==> src/rtl/fqa_pkg.sv <==
package fqa_pkg;

   localparam int WORD_W = 32;
   localparam int FRAC_W = 8;
   localparam int STEPS_PER_STG = 4;
   localparam int NUM_W = WORD_W + FRAC_W;
   localparam int NDIV = (NUM_W + STEPS_PER_STG - 1) / STEPS_PER_STG;
   localparam int DIVN_W = NDIV * STEPS_PER_STG;
   localparam int PROD_W = 2 * WORD_W;
   localparam int SAT_W = 2 * WORD_W + FRAC_W + 1;

   localparam logic [WORD_W-1:0] MAX_W = {1'b0, {(WORD_W-1){1'b1}}};
   localparam logic [WORD_W-1:0] MIN_W = {1'b1, {(WORD_W-1){1'b0}}};
   localparam logic [SAT_W-1:0] LIM_NEG = SAT_W'(1) << (WORD_W - 1);
   localparam logic [SAT_W-1:0] LIM_POS = LIM_NEG - SAT_W'(1);
   localparam logic [SAT_W-1:0] HALF = SAT_W'(1) << (FRAC_W - 1);

   typedef enum logic [3:0] {
      OP_ADD, OP_SUB, OP_MUL, OP_DIV, OP_GT, OP_LT, OP_GE, OP_LE,
      OP_EQ, OP_NE, OP_MIN, OP_MAX, OP_INC, OP_DEC, OP_TOINT, OP_FROMINT
   } op_type;

   typedef struct packed {
      logic [WORD_W-1:0] res;
      logic              ovf;
   } sat_type;

   typedef struct packed {
      logic [WORD_W-1:0] rem;
      logic [DIVN_W-1:0] num;
      logic [DIVN_W-1:0] quo;
   } div_type;

   typedef struct packed {
      op_type            kind;
      logic              na;
      logic              neg;
      logic [WORD_W-1:0] ma;
      logic [WORD_W-1:0] mb;
      logic [WORD_W-1:0] sres;
      logic              scmp;
      logic              sovf;
      logic [PROD_W-1:0] prod;
      logic [WORD_W-1:0] mres;
      logic              movf;
   } pipe_type;

   // Clamp an unsigned magnitude with a sign into the signed word range.
   function automatic sat_type sat_mag(logic neg, logic [SAT_W-1:0] mag);
      sat_type s;
      logic [SAT_W-1:0] lim;
      lim = neg ? LIM_NEG : LIM_POS;
      if (mag > lim) begin
         s.ovf = 1'b1;
         s.res = neg ? MIN_W : MAX_W;
      end else begin
         s.ovf = 1'b0;
         s.res = neg ? (~mag[WORD_W-1:0] + WORD_W'(1)) : mag[WORD_W-1:0];
      end
      return s;
   endfunction

endpackage

==> src/rtl/fqa_div_stage.sv <==
module fqa_div_stage import fqa_pkg::*; (
   input  logic              clock,
   input  logic              en,
   input  div_type           d_in,
   input  logic [WORD_W-1:0] divisor,
   output div_type           d_ff
);

   div_type d_in_nx;

   // A group of restoring division steps, one quotient bit each.
   always_comb begin
      logic [WORD_W-1:0] r;
      logic [DIVN_W-1:0] n;
      logic [DIVN_W-1:0] q;
      logic [WORD_W:0]   t;
      r = d_in.rem;
      n = d_in.num;
      q = d_in.quo;
      for (int k = 0; k < STEPS_PER_STG; k++) begin
         t = {r, n[DIVN_W-1]};
         n = n << 1;
         if (t >= {1'b0, divisor}) begin
            t = t - {1'b0, divisor};
            q = {q[DIVN_W-2:0], 1'b1};
         end else begin
            q = {q[DIVN_W-2:0], 1'b0};
         end
         r = t[WORD_W-1:0];
      end
      d_in_nx.rem = r;
      d_in_nx.num = n;
      d_in_nx.quo = q;
   end

   always_ff @(posedge clock) begin
      if (en) begin
         d_ff <= d_in_nx;
      end
   end

endmodule

==> config.mk <==
export PLATFORM = sky130hd
export DESIGN_NAME = fqa_div_stage
export DESIGN_NICKNAME = d
export VERILOG_FILES = /design/src/rtl/fqa_pkg.sv /design/src/rtl/fqa_div_stage.sv
export SDC_FILE = /design/constraint.sdc
export NUM_CORES = 1
export LEC_CHECK = 0
export BUFFER_PORTS_ARGS = -buffer_cell sky130_fd_sc_hd__buf_2
export CAP_MARGIN = 10
export CELL_PAD_IN_SITES_DETAIL_PLACEMENT = 1
export CELL_PAD_IN_SITES_GLOBAL_PLACEMENT = 2
export CORE_UTILIZATION = 34
export CTS_CLUSTER_DIAMETER = 40
export DETAILED_ROUTE_END_ITERATION = 16
export PLACE_DENSITY = 0.87
export SLEW_MARGIN = 20
export SYNTH_ARGS = -nofsm -noshare
export SYNTH_HDL_FRONTEND = slang
export SYNTH_SLANG_ARGS = --single-unit
==> constraint.sdc <==
create_clock -name clock -period 16.45 [get_ports clock]
set_input_delay 2.4675 -clock clock [delete_from_list [all_inputs] [get_ports clock]]
set_output_delay 2.4675 -clock clock [all_outputs]
set_load 0.03 [all_outputs]
==> flow_metrics.tcl, run 1 <==
set metrics [dict create \
    outcome "complete, no violations" \
    root_buffer "clkbuf_16" \
    finalPower_mw 3.44 \
    p_switching_mw 1.56 \
    worst_path_largest_cell_delay_ps 430 \
    grt_use_total_pct 21.4 \
    port_buffers 249 \
    seq_area_frac_synth_pct 28.3 \
    rows 66 \
    fp.dieW_um 186 \
    crit_fanout 47 \
    cpLargestDelayFamily "compound AO/OA/AOI/OAI gates" \
    die_height_um 186 \
    drive_gt1_share_pct 24.9 \
    crit_arrival_ps 14810 \
    synth_cells 1272 \
    via_per_inst 5.33 \
    max_slew.worst_pin.slew_ps 809 \
    internal-power_mw 1.88 \
    ys_warn_count 0 \
    ant_nets 0 \
    cts_tree "built" \
    dp_cells 1963 \
    rsz0062_at_grt "no" \
    synth_compound_area_share_pct 22.9 \
    hold_buffers 0 \
    largest_register "d_ff" \
    worstPathRequired_ps 16540 \
    n_antenna_cell 0 \
    synth_top_area_cell "edfxtp_1" \
    hpwl_um 32000 \
    cpMaxStageDelayCell "a2111oi_2" \
    cts_inserted_buffers 9 \
    core_um2 32900 \
    synth_xor_area_share_pct 8.26 \
    grt_pass1_wl_um 57200 \
    cts_resized 0 \
    worstSetupPathType "input pin to flip-flop" \
    synth_common_cells "a21oi_1 (143), ha_1 (128), edfxtp_1 (108), nor2_1 (102), nand2_1 (95)" \
    grt_start_max_net_pins 90 \
    seq_area_um2 3240 \
    synth-adder-area-share_pct 14.7 \
    peakVddDrop_v 0.000107 \
    start_util_pct 34.8 \
    maxCapViolations 0 \
    synthFlopType "edfxtp_1" \
    power_leakage_nw 6.28 \
    final_nets 1810 \
    setup_viol 0 \
    drt-pass1-iter-count 4 \
    largest_register_ffs 108 \
    instances_no_fill 1979 \
    path_clk_slew_ps 80 \
    dieArea_um2 34400 \
    post_cts_buffers 0 \
    pre_cts_ws_ps 1290 \
    synth_seq_cells 108 \
    clock_path_buffers 2 \
    grt_antenna_before_repair 0 \
    synth_top_area_share_pct 28.3 \
    wl_per_cell_um 18.8 \
    synthMuxAreaShare_pct 7.57 \
    drc 0 \
    cts_sinks 108 \
    p_seq_share_pct 13.6 \
    yosys.area_share.simple_pct 13.9 \
    synth_edf_count 108 \
    synthesis.area_um2 11500 \
    ios 258 \
    syn-mean-instance-area_um2 9.00 \
    dr_total_vias 10600 \
    fill_cells 3954 \
    hold_violations 0 \
    async_flop_share_pct 0 \
    multi_input_area_um2 7730 \
    p_per_area_nw_per_um2 251 \
    grt_pass1_vias 10800 \
    area_growth_pct 19.7 \
    post-route-period-util_pct 89.5 \
    hp-class "input pin to flip-flop" \
    grt.overflow.total 0 \
    synth_top_family_by_area "compound AO/OA/AOI/OAI gates" \
    period_minus_slack_ps 14720 \
    pwr-share-clk_pct 6.5 \
    synth.most_common_cell "a21oi_1" \
    slew_violations 0 \
    fin_util_pct 41.7 \
    cts.htree.levels 3 \
    fin_tns_setup_ps 0 \
    largestRegisters "d_ff x108" \
    synthDistinctLibCells 76 \
    setup_ws_ps 1730 \
    start_kind "input pin" \
    first_iter_violations 348 \
    combPwrFrac_pct 80.0 \
    clock.fmax_mhz 68.0 \
    path_buf_inv 11 \
    gp_congestion 0.926 \
    relSlewSlack_pct 46.1 \
    synth_area_leaders "edfxtp_1 (28%), ha_1 (14%), a21oi_1 (6.3%)" \
    drt_wl_total_um 37200 \
    p_sw_share_pct 45.4 \
    cp-end-kind "flip-flop" \
    path_common_cell "buf_4" \
]
==> final cells by class <==
| class | instances | area share, % |
|---|---|---|
| clock buffers | 9 | 1.64 |
| repair buffers | 283 | 11.5 |
| flip-flops and latches | 108 | 23.7 |
| multi-input cells | 1053 | 56.4 |
| clock inverters | 7 | 0.676 |
| well taps | 442 | 4.04 |
| inverters | 77 | 2.11 |
==> cells in the final DEF (no fill, tap or decap), types with 7 or more instances in the layout <==
cell type	count
or3_1	7
a21o_1	54
nor2_1	102
mux2i_1	9
a31o_2	8
nor2b_1	22
o31ai_1	10
o21ai_0	61
nand2b_1	13
nand4_1	19
o211ai_1	7
o21bai_1	20
buf_4	29
buf_2	248
and3_1	14
a31oi_1	14
mux2_4	24
nand2_1	95
o21a_1	21
clkbuf_16	9
ha_1	128
xnor2_1	75
a21oi_1	143
nand3_1	23
edfxtp_1	108
mux2_2	37
xor2_1	33
inv_1	76
nor3_1	15
==> cells by family (layout without fill, tap and decap cells) <==
| kind of cell | after synthesis | after routing |
|---|---|---|
| AOI/OAI and AO/OA | 402 | 402 |
| xor gates and xnor gates | 108 | 108 |
| adders and majority gates | 132 | 132 |
| other | 1 | 4 |
| buffers and inverters | 114 | 376 |
| and+or+nand+nor | 337 | 337 |
| DFF | 108 | 108 |
| muxes | 70 | 70 |
==> metal layers <==
layer / wire length, um / global-route usage, %
met5: 0 / 0
met2: 17600 / 38.2
met1: 17300 / 27.7
met4: 658 / 5.52
met3: 1610 / 1.74
==> stage by stage <==
step	hold slack (ps)	cell area, um^2
after floorplan	2570	11500
after global placement	2640	13400
after detailed placement	2650	13400
after CTS	2280	13700
after global routing	2280	13700
final	2290	13700
==> final timing paths <==
kind	end	slack (ps)	startpoint	depth (start not counted)
setup / recovery	d_ff[105]$_DFFE_PP_	1730	divisor[1]	53
hold / removal	d_ff[75]$_DFFE_PP_	2290	d_in[71]	1
==> power groups by stage <==
stage	Sequential [mW]	Clock, mW	Combinational (mW)
global route	0.475	0.239	3.01
detailed placement	0.476	0	2.75
finish	0.467	0.222	2.75
global placement	0.473	0	2.70
floorplan	0.600	0	1.95
CTS	0.470	0.230	2.77
Power figures use the tool's default switching activity.
==> run 2: changes to the inputs <==
CTS_CLUSTER_SIZE = 24   (was not set)
PLACE_DENSITY = not set   (was 0.87)
PLACE_DENSITY_LB_ADDON = 0.1   (was not set)
==> run 2 against run 1 <==
  * Combinational power down 3%
  * Global-route usage is 0.30 points lower
  * Highest routed layer unchanged
  * Clock-buffer cell count unchanged
  * Clock power about the same
  * Die area is the same
  * Hold slack worse by 5.8 ps
  * Non-clock buffer count fell by 16
==> flow_metrics.tcl, run 2 (same netlist as run 1, synthesis figures left out) <==
set metrics [dict create \
    setup_viol 0 \
    dr_total_vias 10400 \
    pwr-share-clk_pct 6.5 \
    clock.fmax_mhz 66.0 \
    drt_wl_total_um 36400 \
    port_buffers 249 \
    worstPathRequired_ps 16540 \
    combPwrFrac_pct 79.6 \
    dieArea_um2 34400 \
    via_per_inst 5.30 \
    wl_per_cell_um 18.5 \
    post-route-period-util_pct 92.2 \
    p_sw_share_pct 45.9 \
    worst_path_largest_cell_delay_ps 640 \
    seq_area_um2 3240 \
    path_clk_slew_ps 80 \
    p_switching_mw 1.54 \
    first_iter_violations 391 \
    n_antenna_cell 0 \
    stdcell_area_um2 13600 \
    mostFrequentLayoutCell "buf_2" \
    crit_fanout 17 \
    grt_pass1_wl_um 56200 \
    gp_congestion 0.928 \
    grt_antenna_before_repair 0 \
    hold_end "d_ff[70]$_DFFE_PP_" \
    cts.htree.levels 3 \
    ios 258 \
    grt.overflow.total 0 \
    rsz0062_at_grt "no" \
    power_leakage_nw 6.19 \
    outcome "complete, no violations" \
    clock_path_buffers 2 \
    final_nets 1794 \
    crit_arrival_ps 15260 \
    ant_nets 0 \
    place_area_um2 13200 \
    drive_gt1_share_pct 24.1 \
    slew_violations 0 \
    root_buffer "clkbuf_16" \
    core_um2 32900 \
    largestRegisters "d_ff x108" \
    die_height_um 186 \
    area_growth_pct 18.4 \
    fp.dieW_um 186 \
    hold_start "d_in[66]" \
    cts_inserted_buffers 9 \
    min_path_cells 1 \
    hold_buffers 0 \
    p_seq_share_pct 13.9 \
    maxCapViolations 0 \
    start_kind "input pin" \
    peakVddDrop_v 0.0000971 \
    drc 0 \
    largest_register_ffs 108 \
    fill_cells 3964 \
    cts_sinks 108 \
    relSlewSlack_pct 34.8 \
    path_common_cell "a21oi_1" \
    cts_tree "built" \
    cts_resized 0 \
    largest_register "d_ff" \
    cp-end-kind "flip-flop" \
    p_per_area_nw_per_um2 248 \
    grt_use_total_pct 21.1 \
    period_minus_slack_ps 15160 \
    hpwl_um 31300 \
    post_cts_buffers 0 \
    worstSetupPathType "input pin to flip-flop" \
    internal-power_mw 1.82 \
    cpMaxStageDelayCell "o31ai_1" \
    grt_start_max_net_pins 59 \
    start_util_pct 34.8 \
    grt_pass1_vias 10300 \
    hp-class "input pin to flip-flop" \
    drt-pass1-iter-count 4 \
    max_slew.worst_pin.slew_ps 978 \
    hold_violations 0 \
    rows 66 \
    multi_input_area_um2 7730 \
    fin_tns_setup_ps 0 \
    final_cell_mix "buf_2 (248), a21oi_1 (143), ha_1 (128)" \
]
run 2: routing by layer:
| metal | track usage, % | vias up | routed length (um) |
|---|---|---|---|
| met5 | 0 | - | 0 |
| met2 | 35.3 | 220 | 16600 |
| met1 | 29.5 | 4955 | 17900 |
| met3 | 1.96 | 19 | 1490 |
| li1 | - | 5204 | - |
| met4 | 4.26 | 0 | 411 |
run 2: how the worst max path moves through the flow:
stage          depth (start not counted)  slack [ps]   startpoint                   to
2_1_floorplan                         54        2760   divisor[4]  d_ff[100]$_DFFE_PP_
3_5_place_dp                          48         830   divisor[7]   d_ff[82]$_DFFE_PP_
5_1_grt                               50         500   divisor[1]  d_ff[104]$_DFFE_PP_
6_report                              48        1290  divisor[20]   d_ff[82]$_DFFE_PP_
4_1_cts                               48        1170  divisor[20]   d_ff[82]$_DFFE_PP_
3_3_place_gp                          50         920  divisor[20]  d_ff[104]$_DFFE_PP_
run 2: critical path: cells and delay by family:
kind	cells	cell delay [ps]
buf+inv	5	740
simple gates	14	3610
compound gates	22	5780
fa+ha+maj	4	1830
mux	2	630
xor+xnor	1	130
run 2: power by group through the flow:
stage               logic [mW]  registers, mW  clock network (mW)
detailed placement        2.67          0.473                   0
global route              2.94          0.474               0.234
floorplan                 1.95          0.600                   0
finish                    2.67          0.466               0.220
global placement          2.65          0.470                   0
CTS                       2.69          0.468               0.228
run 2: per-stage QoR:
| stage | instances | worst slack, ps | power [mW] | utilization [%] | hold slack, ps |
|---|---|---|---|---|---|
| floorplan | 1275 | 2760 | 2.55 | - | 2570 |
| global placement | 1947 | 916 | 3.12 | 40.3 | 2640 |
| detailed placement | 1947 | 830 | 3.15 | 40.3 | 2650 |
| CTS | 1963 | 1170 | 3.38 | 41.3 | 2270 |
| global route | 1963 | 501 | 3.64 | 41.3 | 2270 |
| finish | 1963 | 1290 | 3.36 | 41.3 | 2280 |
run 2: layout make-up:
class	count	area share, %
Clock buffer	9	1.66
Clock inverter	7	0.628
Inverter	77	2.13
Multi-Input combinational cell	1053	57.0
Sequential cell	108	23.9
Tap cell	442	4.08
Timing Repair Buffer	267	10.6
