==> config.mk <==
export PLATFORM = sky130hd
export DESIGN_NAME = fqa_simple_ops
export DESIGN_NICKNAME = d
export VERILOG_FILES = /design/src/rtl/fqa_pkg.sv /design/src/rtl/fqa_simple_ops.sv
export SDC_FILE = /design/constraint.sdc
export NUM_CORES = 1
export LEC_CHECK = 0
export BUFFER_PORTS_ARGS = -buffer_cell sky130_fd_sc_hd__buf_2
export CAP_MARGIN = 20
export CORE_ASPECT_RATIO = 0.75
export CORE_MARGIN = 2
export CORE_UTILIZATION = 50
export DETAILED_ROUTE_END_ITERATION = 8
export GPL_TIMING_DRIVEN = 0
export PLACE_DENSITY = 0.71
export SETUP_SLACK_MARGIN = 0.02
export SYNTH_ARGS = -nofsm -noshare
export SYNTH_HDL_FRONTEND = slang
export SYNTH_SLANG_ARGS = --single-unit
==> constraint.sdc <==
create_clock -name vclk -period 5
set_input_delay 0.5 -clock vclk [all_inputs]
set_output_delay 0.5 -clock vclk [all_outputs]
set_load 0.02 [all_outputs]
==> src/rtl/fqa_pkg.sv <==
package fqa_pkg;

   localparam int WORD_W = 32;
   localparam int FRAC_W = 8;
   localparam int STEPS_PER_STG = 4;
   localparam int NUM_W = WORD_W + FRAC_W;
   localparam int NDIV = (NUM_W + STEPS_PER_STG - 1) / STEPS_PER_STG;
   localparam int DIVN_W = NDIV * STEPS_PER_STG;
   localparam int PROD_W = 2 * WORD_W;
   localparam int SAT_W = 2 * WORD_W + FRAC_W + 1;

   localparam logic [WORD_W-1:0] MAX_W = {1'b0, {(WORD_W-1){1'b1}}};
   localparam logic [WORD_W-1:0] MIN_W = {1'b1, {(WORD_W-1){1'b0}}};
   localparam logic [SAT_W-1:0] LIM_NEG = SAT_W'(1) << (WORD_W - 1);
   localparam logic [SAT_W-1:0] LIM_POS = LIM_NEG - SAT_W'(1);
   localparam logic [SAT_W-1:0] HALF = SAT_W'(1) << (FRAC_W - 1);

   typedef enum logic [3:0] {
      OP_ADD, OP_SUB, OP_MUL, OP_DIV, OP_GT, OP_LT, OP_GE, OP_LE,
      OP_EQ, OP_NE, OP_MIN, OP_MAX, OP_INC, OP_DEC, OP_TOINT, OP_FROMINT
   } op_type;

   typedef struct packed {
      logic [WORD_W-1:0] res;
      logic              ovf;
   } sat_type;

   typedef struct packed {
      logic [WORD_W-1:0] rem;
      logic [DIVN_W-1:0] num;
      logic [DIVN_W-1:0] quo;
   } div_type;

   typedef struct packed {
      op_type            kind;
      logic              na;
      logic              neg;
      logic [WORD_W-1:0] ma;
      logic [WORD_W-1:0] mb;
      logic [WORD_W-1:0] sres;
      logic              scmp;
      logic              sovf;
      logic [PROD_W-1:0] prod;
      logic [WORD_W-1:0] mres;
      logic              movf;
   } pipe_type;

   // Clamp an unsigned magnitude with a sign into the signed word range.
   function automatic sat_type sat_mag(logic neg, logic [SAT_W-1:0] mag);
      sat_type s;
      logic [SAT_W-1:0] lim;
      lim = neg ? LIM_NEG : LIM_POS;
      if (mag > lim) begin
         s.ovf = 1'b1;
         s.res = neg ? MIN_W : MAX_W;
      end else begin
         s.ovf = 1'b0;
         s.res = neg ? (~mag[WORD_W-1:0] + WORD_W'(1)) : mag[WORD_W-1:0];
      end
      return s;
   endfunction

endpackage

==> src/rtl/fqa_simple_ops.sv <==
module fqa_simple_ops import fqa_pkg::*; (
   input  op_type            kind,
   input  logic [WORD_W-1:0] a,
   input  logic [WORD_W-1:0] b,
   output logic [WORD_W-1:0] res,
   output logic              cmp,
   output logic              ovf
);

   logic signed [WORD_W-1:0] sa;
   logic signed [WORD_W-1:0] sb;
   logic [WORD_W:0] sum;
   logic [WORD_W:0] dif;
   logic lt_ab;
   logic lt_ba;
   logic signed [WORD_W-1:0] fi_hi;
   logic signed [WORD_W-1:0] fi_lo;

   assign sa = a;
   assign sb = b;
   assign sum = {a[WORD_W-1], a} + {b[WORD_W-1], b};
   assign dif = {a[WORD_W-1], a} - {b[WORD_W-1], b};
   assign lt_ab = sa < sb;
   assign lt_ba = sb < sa;
   assign fi_hi = $signed(MAX_W) >>> FRAC_W;
   assign fi_lo = $signed(MIN_W) >>> FRAC_W;

   always_comb begin
      res = '0;
      cmp = 1'b0;
      ovf = 1'b0;
      case (kind)
         OP_ADD: begin
            ovf = sum[WORD_W] != sum[WORD_W-1];
            res = ovf ? (a[WORD_W-1] ? MIN_W : MAX_W) : sum[WORD_W-1:0];
         end
         OP_SUB: begin
            ovf = dif[WORD_W] != dif[WORD_W-1];
            res = ovf ? (a[WORD_W-1] ? MIN_W : MAX_W) : dif[WORD_W-1:0];
         end
         OP_GT: cmp = lt_ba;
         OP_LT: cmp = lt_ab;
         OP_GE: cmp = !lt_ab;
         OP_LE: cmp = !lt_ba;
         OP_EQ: cmp = a == b;
         OP_NE: cmp = a != b;
         OP_MIN: res = lt_ab ? a : b;
         OP_MAX: res = lt_ba ? a : b;
         OP_INC: begin
            ovf = a == MAX_W;
            res = ovf ? MAX_W : a + WORD_W'(1);
         end
         OP_DEC: begin
            ovf = a == MIN_W;
            res = ovf ? MIN_W : a - WORD_W'(1);
         end
         OP_TOINT: res = sa >>> FRAC_W;
         OP_FROMINT: begin
            if (sa > fi_hi) begin
               ovf = 1'b1;
               res = MAX_W;
            end else if (sa < fi_lo) begin
               ovf = 1'b1;
               res = MIN_W;
            end else begin
               res = a << FRAC_W;
            end
         end
         default: res = '0;
      endcase
   end

endmodule

==> results of run 1 <==
==> per-stage QoR <==
| step | hold slack [ns] | util, % | worst slack, ns | power, W |
|---|---|---|---|---|
| 2_1_floorplan | 1.23 | - | 0.607 | 0.000777 |
| 5_1_grt | 1.47 | 58.4 | -0.0621 | 0.00142 |
| 6_report | 1.44 | 58.4 | -0.0264 | 0.00136 |
| 3_5_place_dp | 1.43 | 55.7 | -1.02 | 0.00117 |
| 3_3_place_gp | 1.44 | 55.7 | -1.05 | 0.00118 |
| 4_1_cts | 1.43 | 57.1 | 0.0537 | 0.00123 |
==> layout make-up <==
| class | instances | area (um2) |
|---|---|---|
| fill | 1614 | 6300 |
| timing repair buffer | 121 | 672 |
| buffer | 99 | 460 |
| inverter | 72 | 274 |
| multi-input combinational | 1042 | 7170 |
| tap | 205 | 256 |
==> synthesized netlist by cell type, types with 16 or more instances <==
cell type,instances
a222oi_1,16
ha_1,66
nand3_1,39
xor2_1,24
clkbuf_1,74
a21o_1,16
nor3_1,39
nor4_1,18
o31ai_1,17
o211ai_1,19
nand4_1,19
or3_1,16
inv_1,71
buf_2,20
nand2_1,94
a21oi_1,126
nor2_1,140
mux2i_1,23
o21ai_0,52
xnor2_1,75
==> report_power, final <==
part / leakage (nW) / switching (W) / internal, W
Clock: 0 / 0 / 0
Combinational: 3.73 / 0.000905 / 0.000457
Sequential: 0 / 0 / 0
==> cell families (layout without fill, tap and decap cells) <==
logic type	count (synthesis)	count (layout)	share of synthesized area (%)
mux	27	27	3.59
buf+inv	176	292	9.18
fa+ha+maj	68	68	11.3
xor+xnor	100	100	11.5
compound gates	410	410	36.8
simple gates	437	437	27.6
==> worst paths after layout <==
path / cells past startpoint / to / slack (ns)
max: 18 / res[14] / -0.03
min: 4 / cmp / 1.44
==> per-layer routing <==
layer,track usage (%),wire [um]
met5,0,0
met4,11.0,1420
met3,16.1,7010
met2,64.1,15100
met1,67.1,16100
==> what timing repair did <==
action | 4_1_cts | 5_1_grt
endpoints found under the setup margin | 34 | 34
hold endpoints to repair | 0 | 0
buffers inserted | 8 | 11
hold buffers | 0 | 0
cloned | 0 | 1
gates resized for setup | 34 | 29
pin swaps | 3 | 6
==> impl_metrics.env, run 1 <==
export IMPL_first_pass_iters=9
export IMPL_startpoint="a[0]"
export IMPL_critPathKind="input port to output pin"
export IMPL_postLayoutSetupSlackWorst_ns=-0.0264
export IMPL_start_kind="input port"
export IMPL_fp_dieH_um=111
export IMPL_nets=1472
export IMPL_dp_cells=1523
export IMPL_dp_hpwl_mm=31.4
export IMPL_pin_count=102
export IMPL_avgSynthCellArea_um2=6.30
export IMPL_ant_nets=0
export IMPL_required_ns=4.50
export IMPL_grt_overflow=0
export IMPL_violations="negative setup slack"
export IMPL_grt_use_total_pct=46.1
export IMPL_synth_top_area_cell="ha_1"
export IMPL_layoutNonFillerInstCount=1539
export IMPL_report_final_slew_viol_count=0
export IMPL_drive_gt1_share_pct=15.6
export IMPL_wl_per_cell_um=25.7
export IMPL_coreArea_um2=15100
export IMPL_crit_arrival_ns=4.53
export IMPL_design_seq_count=0
export IMPL_layout_common_cells="nor2_1 (140), a21oi_1 (120), buf_2 (117)"
export IMPL_post_dp_cell_area_um2=8430
export IMPL_synth_top_cell_area_share_pct=10.8
export IMPL_drtIter0Drc=1729
export IMPL_fin_crit_sh_pct=101
export IMPL_ys_warn_count=0
export IMPL_worst_pin_slew_ns=1.03
export IMPL_rsz0062_at_grt="true"
export IMPL_finalInstanceArea_um2=8830
export IMPL_via_per_inst=7.04
export IMPL_ys_top_cells_by_area="ha_1 (11%), xnor2_1 (8.6%), a21oi_1 (8.2%)"
export IMPL_powerDensity_nw_per_um2=154
export IMPL_grt_pass1_wl_mm=58.5
export IMPL_syn_inst=1218
export IMPL_grt_max_degree=11
export IMPL_finalSetupTns_ns=-0.0264
export IMPL_rows=39
export IMPL_layout_commonest_cell="nor2_1"
export IMPL_period_needed_ns=5.03
export IMPL_grt_pass1_vias=9671
export IMPL_portBuffers=100
export IMPL_max_freq_ghz=0.199
export IMPL_p_leak_nw=3.73
export IMPL_critPathMaxFanout=8
export IMPL_ir_drop_uv=66.5
export IMPL_critical_path_buf_inv_count=6
export IMPL_hold_violations=0
export IMPL_path_cells="buf_2, clkbuf_4, clkinvlp_4, ha_1, fa_1, nand2b_1, a21oi_2, nor2_1, o311ai_4, a21oi_4, o21ai_2, buf_4, xnor2_2, buf_4, a21oi_1, nor4bb_1, o221ai_1, buf_2"
export IMPL_synth_distinct_cells=87
export IMPL_cpMaxStageDelayCell="o311ai_4"
export IMPL_num_vias=10800
export IMPL_synth_area_um2=7670
export IMPL_critPathCaptureType="output pin"
export IMPL_drc=0
export IMPL_drv_cap=0
export IMPL_setup_violations=1
export IMPL_die_x_um=147
export IMPL_hp_start="kind[3]"
export IMPL_num_clock_buffers=0
export IMPL_antenna_diode_count=0
export IMPL_seq_area_um2=0
export IMPL_antenna_found_initial=0
export IMPL_max_stage_delay_ns=0.46
export IMPL_crit_family="compound AO/OA/AOI/OAI gates"
export IMPL_dieArea_um2=16400
export IMPL_syn2layout_area_growth_pct=15.1
export IMPL_relSlewSlack_pct=30.6
export IMPL_status="complete, but fails checks"
export IMPL_synth_nets=1354
export IMPL_wirelength_mm=39.6
export IMPL_start_util_pct=50.7
export IMPL_hp_class="input port to output pin"
export IMPL_synth_seq_area_share_pct=0
export IMPL_gp_congestion=1.10
No activity file was read; power rests on OpenSTA's default activity.
==> run 2: changes to the inputs <==
ABC_AREA = 1   (was not set)
PLACE_DENSITY = 0.69   (was 0.71)
==> run 2 against run 1 <==
The run now ends clean. Critical path depth up 2. Final area up 25%. First-iteration DRC count up 57%. Count of clock-buffer cells in the layout unchanged. Wire length up 29%. Die area up 32%. Via count up 37%. Highest routed layer unchanged.
==> impl_metrics.env, run 2 <==
export IMPL_status="completed"
export IMPL_dp_hpwl_mm=43.4
export IMPL_grt_overflow=0
export IMPL_syn_inst=2086
export IMPL_max_stage_delay_ns=0.50
export IMPL_die_x_um=169
export IMPL_layout_commonest_cell="nand2_1"
export IMPL_critPathCaptureType="output pin"
export IMPL_cp_common_cell="nand2_1"
export IMPL_synth_distinct_cells=41
export IMPL_rsz0062_at_grt="false"
export IMPL_finalSetupTns_ns=0
export IMPL_report_final_slew_viol_count=0
export IMPL_worst_pin_slew_ns=1.09
export IMPL_hold_buffers=0
export IMPL_crit_family="simple AND/OR/NAND/NOR gates"
export IMPL_pin_count=102
export IMPL_num_vias=14800
export IMPL_start_kind="input port"
export IMPL_critPathMaxFanout=10
export IMPL_seq_area_um2=0
export IMPL_grt_pass1_wl_mm=75.3
export IMPL_ys_top_cells_by_area="nand2_1 (23%), nand3_1 (17%), inv_1 (10%)"
export IMPL_via_per_inst=6.06
export IMPL_drc=0
export IMPL_critical_path_buf_inv_count=5
export IMPL_synth_top_area_cell="nand2_1"
export IMPL_ys_warn_count=0
export IMPL_hold_violations=0
export IMPL_synth_top_cell_area_share_pct=22.7
export IMPL_ir_drop_uv=93.3
export IMPL_post_cts_resized=0
export IMPL_period_needed_ns=4.41
export IMPL_whs_ns=1.55
export IMPL_worstSetupPathDepth=20
export IMPL_powerDensity_nw_per_um2=136
export IMPL_syn2layout_area_growth_pct=8.15
export IMPL_design_seq_count=0
export IMPL_grt_max_degree=11
export IMPL_drv_cap=0
export IMPL_p_leak_nw=6.19
export IMPL_fillCellCount=2288
export IMPL_start_util_pct=50.7
export IMPL_antenna_diode_count=0
export IMPL_required_ns=4.50
export IMPL_fp_dieH_um=128
export IMPL_avgSynthCellArea_um2=4.90
export IMPL_worstHoldPathCells=6
export IMPL_portBuffers=102
export IMPL_rows=45
export IMPL_fin_crit_sh_pct=88.2
export IMPL_setup_violations=0
export IMPL_num_clock_buffers=0
export IMPL_nets=2326
export IMPL_cpMaxStageDelayCell="clkbuf_1"
export IMPL_coreArea_um2=20200
export IMPL_synth_area_um2=10200
export IMPL_ant_nets=0
export IMPL_layout_common_cells="nand2_1 (617), nand3_1 (355), inv_1 (278)"
export IMPL_synth_nets=2222
export IMPL_relSlewSlack_pct=27.1
export IMPL_grt_pass1_vias=12800
export IMPL_synthTopCellsByCount="nand2_1 (617), nand3_1 (355), inv_1 (278)"
export IMPL_yosysMostFrequentCell="nand2_1"
export IMPL_grt_use_total_pct=45.7
export IMPL_gp_congestion=1.10
export IMPL_drtIter0Drc=2707
export IMPL_hp_class="input port to output pin"
export IMPL_wirelength_mm=51.0
export IMPL_wl_per_cell_um=20.9
export IMPL_critPathKind="input port to output pin"
export IMPL_first_pass_iters=6
export IMPL_synth_seq_area_share_pct=0
export IMPL_antenna_found_initial=0
export IMPL_cts_setup_buffers=0
export IMPL_path_cells="buf_2, inv_1, ha_1, fa_1, inv_1, nand3_1, nand2_1, nand2_1, nand2_1, nand2_1, nand2_2, nand2_2, nand3_2, clkbuf_1, nand3_1, nand3_1, nand2_1, nor2_1, nand3_1, buf_2"
export IMPL_dieArea_um2=21600
export IMPL_crit_arrival_ns=3.91
export IMPL_max_freq_ghz=0.227
export IMPL_drive_gt1_share_pct=11.8
-- run 2: where the power goes --
group	internal (W)	leakage [nW]	total [W]	switching, W
registers	0	0	0	0
logic	0.000444	6.19	0.00150	0.00106
clock network	0	0	0	0
total	0.000444	6.19	0.00150	0.00106
-- run 2: path summary, 6_finish.rpt --
check  start  slack [ns]  endpoint
max     a[0]        0.59    res[1]
min    b[31]        1.55   res[31]
-- run 2: metrics by stage --
| step | cell area, um2 | setup WS, ns | power (W) | instances | utilization [%] |
|---|---|---|---|---|---|
| final | 11100 | 0.592 | 0.00150 | 2446 | 54.8 |
| after global routing | 11100 | 0.494 | 0.00160 | 2446 | 54.8 |
| after CTS | 11100 | 0.792 | 0.00143 | 2446 | 54.8 |
| after detailed placement | 11100 | 0.789 | 0.00142 | 2446 | 54.8 |
| after global placement | 11100 | 0.843 | 0.00141 | 2446 | 54.8 |
| after floorplan | 10200 | 1.80 | 0.000974 | 2086 | - |
-- run 2: area by class of cell --
type	instances	area [um2]	share of cell area [%]
Buffer	105	624	5.65
Inverter	302	1130	10.3
Multi-Input combinational cell	1679	8460	76.6
Tap cell	258	323	2.92
Timing Repair Buffer	102	510	4.62
-- run 2: kinds of logic (layout without fill, tap and decap cells) --
kind of cell,Yosys count,count (layout),synth area share (%)
AND/OR/NAND/NOR,1356,1356,57.7
adder cells (fa/ha/maj),68,68,8.47
XOR/XNOR,72,72,6.17
buffers and inverters,407,509,17.2
AO/OA/AOI/OAI,183,183,10.4
-- run 2: metal layers --
metal / share of wire (%) / global-route usage [%] / up-vias
li1: - / - / 6839
met1: 43 / 67.0 / 6635
met2: 36 / 61.9 / 1225
met3: 17 / 15.1 / 127
met4: 4.1 / 14.0 / 0
met5: 0 / 0 / -
==> run 3: changes to the inputs <==
CORE_UTILIZATION = 44   (was 50)
PLACE_DENSITY = not set   (was 0.69)
==> run 3 against run 2 <==
Combinational power hardly changed. Global-route usage down 3.7 points. Die area increased by 13%. Final area is 0.54% higher. First-iteration DRC count fell by 29%. Non-clock buffer count grew 1. Setup slack improved by 0.028 ns. Sequential share of layout area is the same. Highest routed layer is now met5.
==> impl_metrics.env, run 3 (synthesized netlist as in run 2, its figures left out) <==
export IMPL_dieArea_um2=24500
export IMPL_design_seq_count=0
export IMPL_drc=0
export IMPL_hold_violations=0
export IMPL_antenna_found_initial=0
export IMPL_critPathCaptureType="output pin"
export IMPL_num_clock_buffers=0
export IMPL_antenna_diode_count=0
export IMPL_power_share_combinational_pct=100.0
export IMPL_critPathKind="input port to output pin"
export IMPL_grt_overflow=0
export IMPL_post_cts_resized=0
export IMPL_fin_crit_sh_pct=87.6
export IMPL_postLayoutSetupSlackWorst_ns=0.620
export IMPL_grt_max_degree=11
export IMPL_drv_cap=0
export IMPL_via_per_inst=5.84
export IMPL_power_w=0.00152
export IMPL_fp_dieH_um=136
export IMPL_grt_use_total_pct=42.0
export IMPL_die_x_um=180
export IMPL_rsz0062_at_grt="false"
export IMPL_hp_start="b[31]"
export IMPL_portBuffers=102
export IMPL_grt_pass1_wl_mm=77.7
export IMPL_coreArea_um2=22900
export IMPL_period_needed_ns=4.38
export IMPL_grt_pass1_vias=12500
export IMPL_powerDensity_nw_per_um2=136
export IMPL_first_pass_iters=6
export IMPL_critPathMaxFanout=10
export IMPL_rows=48
export IMPL_status="completed"
export IMPL_required_ns=4.50
export IMPL_report_final_slew_viol_count=0
export IMPL_num_vias=14500
export IMPL_layout_common_cells="nand2_1 (617), nand3_1 (355), inv_1 (278)"
export IMPL_dp_slack_ns=0.775
export IMPL_wirelength_mm=53.7
export IMPL_min_to="res[31]"
export IMPL_pin_count=102
export IMPL_relSlewSlack_pct=20.0
export IMPL_p_int_w=0.000444
export IMPL_ir_drop_uv=69.4
export IMPL_setup_violations=0
export IMPL_start_kind="input port"
export IMPL_ant_nets=0
export IMPL_max_freq_ghz=0.228
export IMPL_worstHoldPathCells=6
export IMPL_dp_hpwl_mm=45.8
export IMPL_cts_setup_buffers=0
export IMPL_layout_commonest_cell="nand2_1"
export IMPL_fillCellCount=2696
export IMPL_gp_congestion=1.09
export IMPL_worst_pin_slew_ns=1.19
export IMPL_wl_per_cell_um=21.6
export IMPL_seq_area_um2=0
export IMPL_switching_share_pct=70.7
export IMPL_pwr_share_clk_pct=0
export IMPL_syn2layout_area_growth_pct=8.74
export IMPL_netSwitchingPower_w=0.00107
export IMPL_p_leak_nw=6.20
export IMPL_start_util_pct=44.7
export IMPL_hp_class="input port to output pin"
export IMPL_drtIter0Drc=1934
export IMPL_drive_gt1_share_pct=11.8
export IMPL_hold_buffers=0
export IMPL_nets=2327
export IMPL_finalSetupTns_ns=0
export IMPL_crit_arrival_ns=3.88
export IMPL_p_seq_share_pct=0
run 3: worst max path at each step:
stage / from / slack (ns) / cells after the start / end
after CTS: a[0] / 0.78 / 20 / res[2]
after global placement: a[0] / 0.80 / 20 / res[2]
after floorplan: a[0] / 1.80 / 21 / res[0]
after detailed placement: a[0] / 0.77 / 20 / res[2]
final: a[0] / 0.62 / 20 / res[2]
after global routing: b[13] / 0.41 / 21 / res[23]
run 3: final cells by class:
type / instances / area [um2] / share of cell area, %
multi-input cells: 1679 / 8460 / 76.1
repair buffers: 103 / 518 / 4.66
plain buffers: 105 / 624 / 5.62
inverters: 302 / 1130 / 10.2
well taps: 300 / 375 / 3.38
run 3: power by group through the flow:
stage	Sequential (W)	Clock (W)	Combinational [W]
floorplan	0	0	0.000974
global placement	0	0	0.00144
detailed placement	0	0	0.00145
CTS	0	0	0.00145
global route	0	0	0.00162
finish	0	0	0.00152
run 3: metrics by stage:
| step | hold slack (ns) | cells | utilization (%) | instance area [um2] |
|---|---|---|---|---|
| 2_1_floorplan | 1.31 | 2086 | - | 10200 |
| 3_3_place_gp | 1.53 | 2488 | 48.5 | 11100 |
| 3_5_place_dp | 1.54 | 2488 | 48.5 | 11100 |
| 4_1_cts | 1.54 | 2488 | 48.5 | 11100 |
| 5_1_grt | 1.57 | 2489 | 48.6 | 11100 |
| 6_report | 1.54 | 2489 | 48.6 | 11100 |
run 3: layer usage:
metal  track usage (%)  vias up  share of wire, %
met5              7.80        -              0.49
met4              7.18        4               2.1
met3              14.5       70                15
met2              58.2      986                38
met1              61.5     6629                44
li1                  -     6858                 -
run 3: worst max-delay path, cell delays in order:
cell and delay [ns]:
buf_2 0.19, inv_1 0.23, ha_1 0.31, fa_1 0.40, inv_1 0.10, nand3_1 0.07, nand2_1 0.12, nand2_1 0.06
nand2_1 0.12, nand2_1 0.08, nand2_2 0.13, nand2_2 0.08, nand3_2 0.14, clkbuf_1 0.51, nand3_1 0.15, nand3_1 0.11
nand2_1 0.06, nor2_1 0.17, nand3_1 0.14, buf_2 0.19
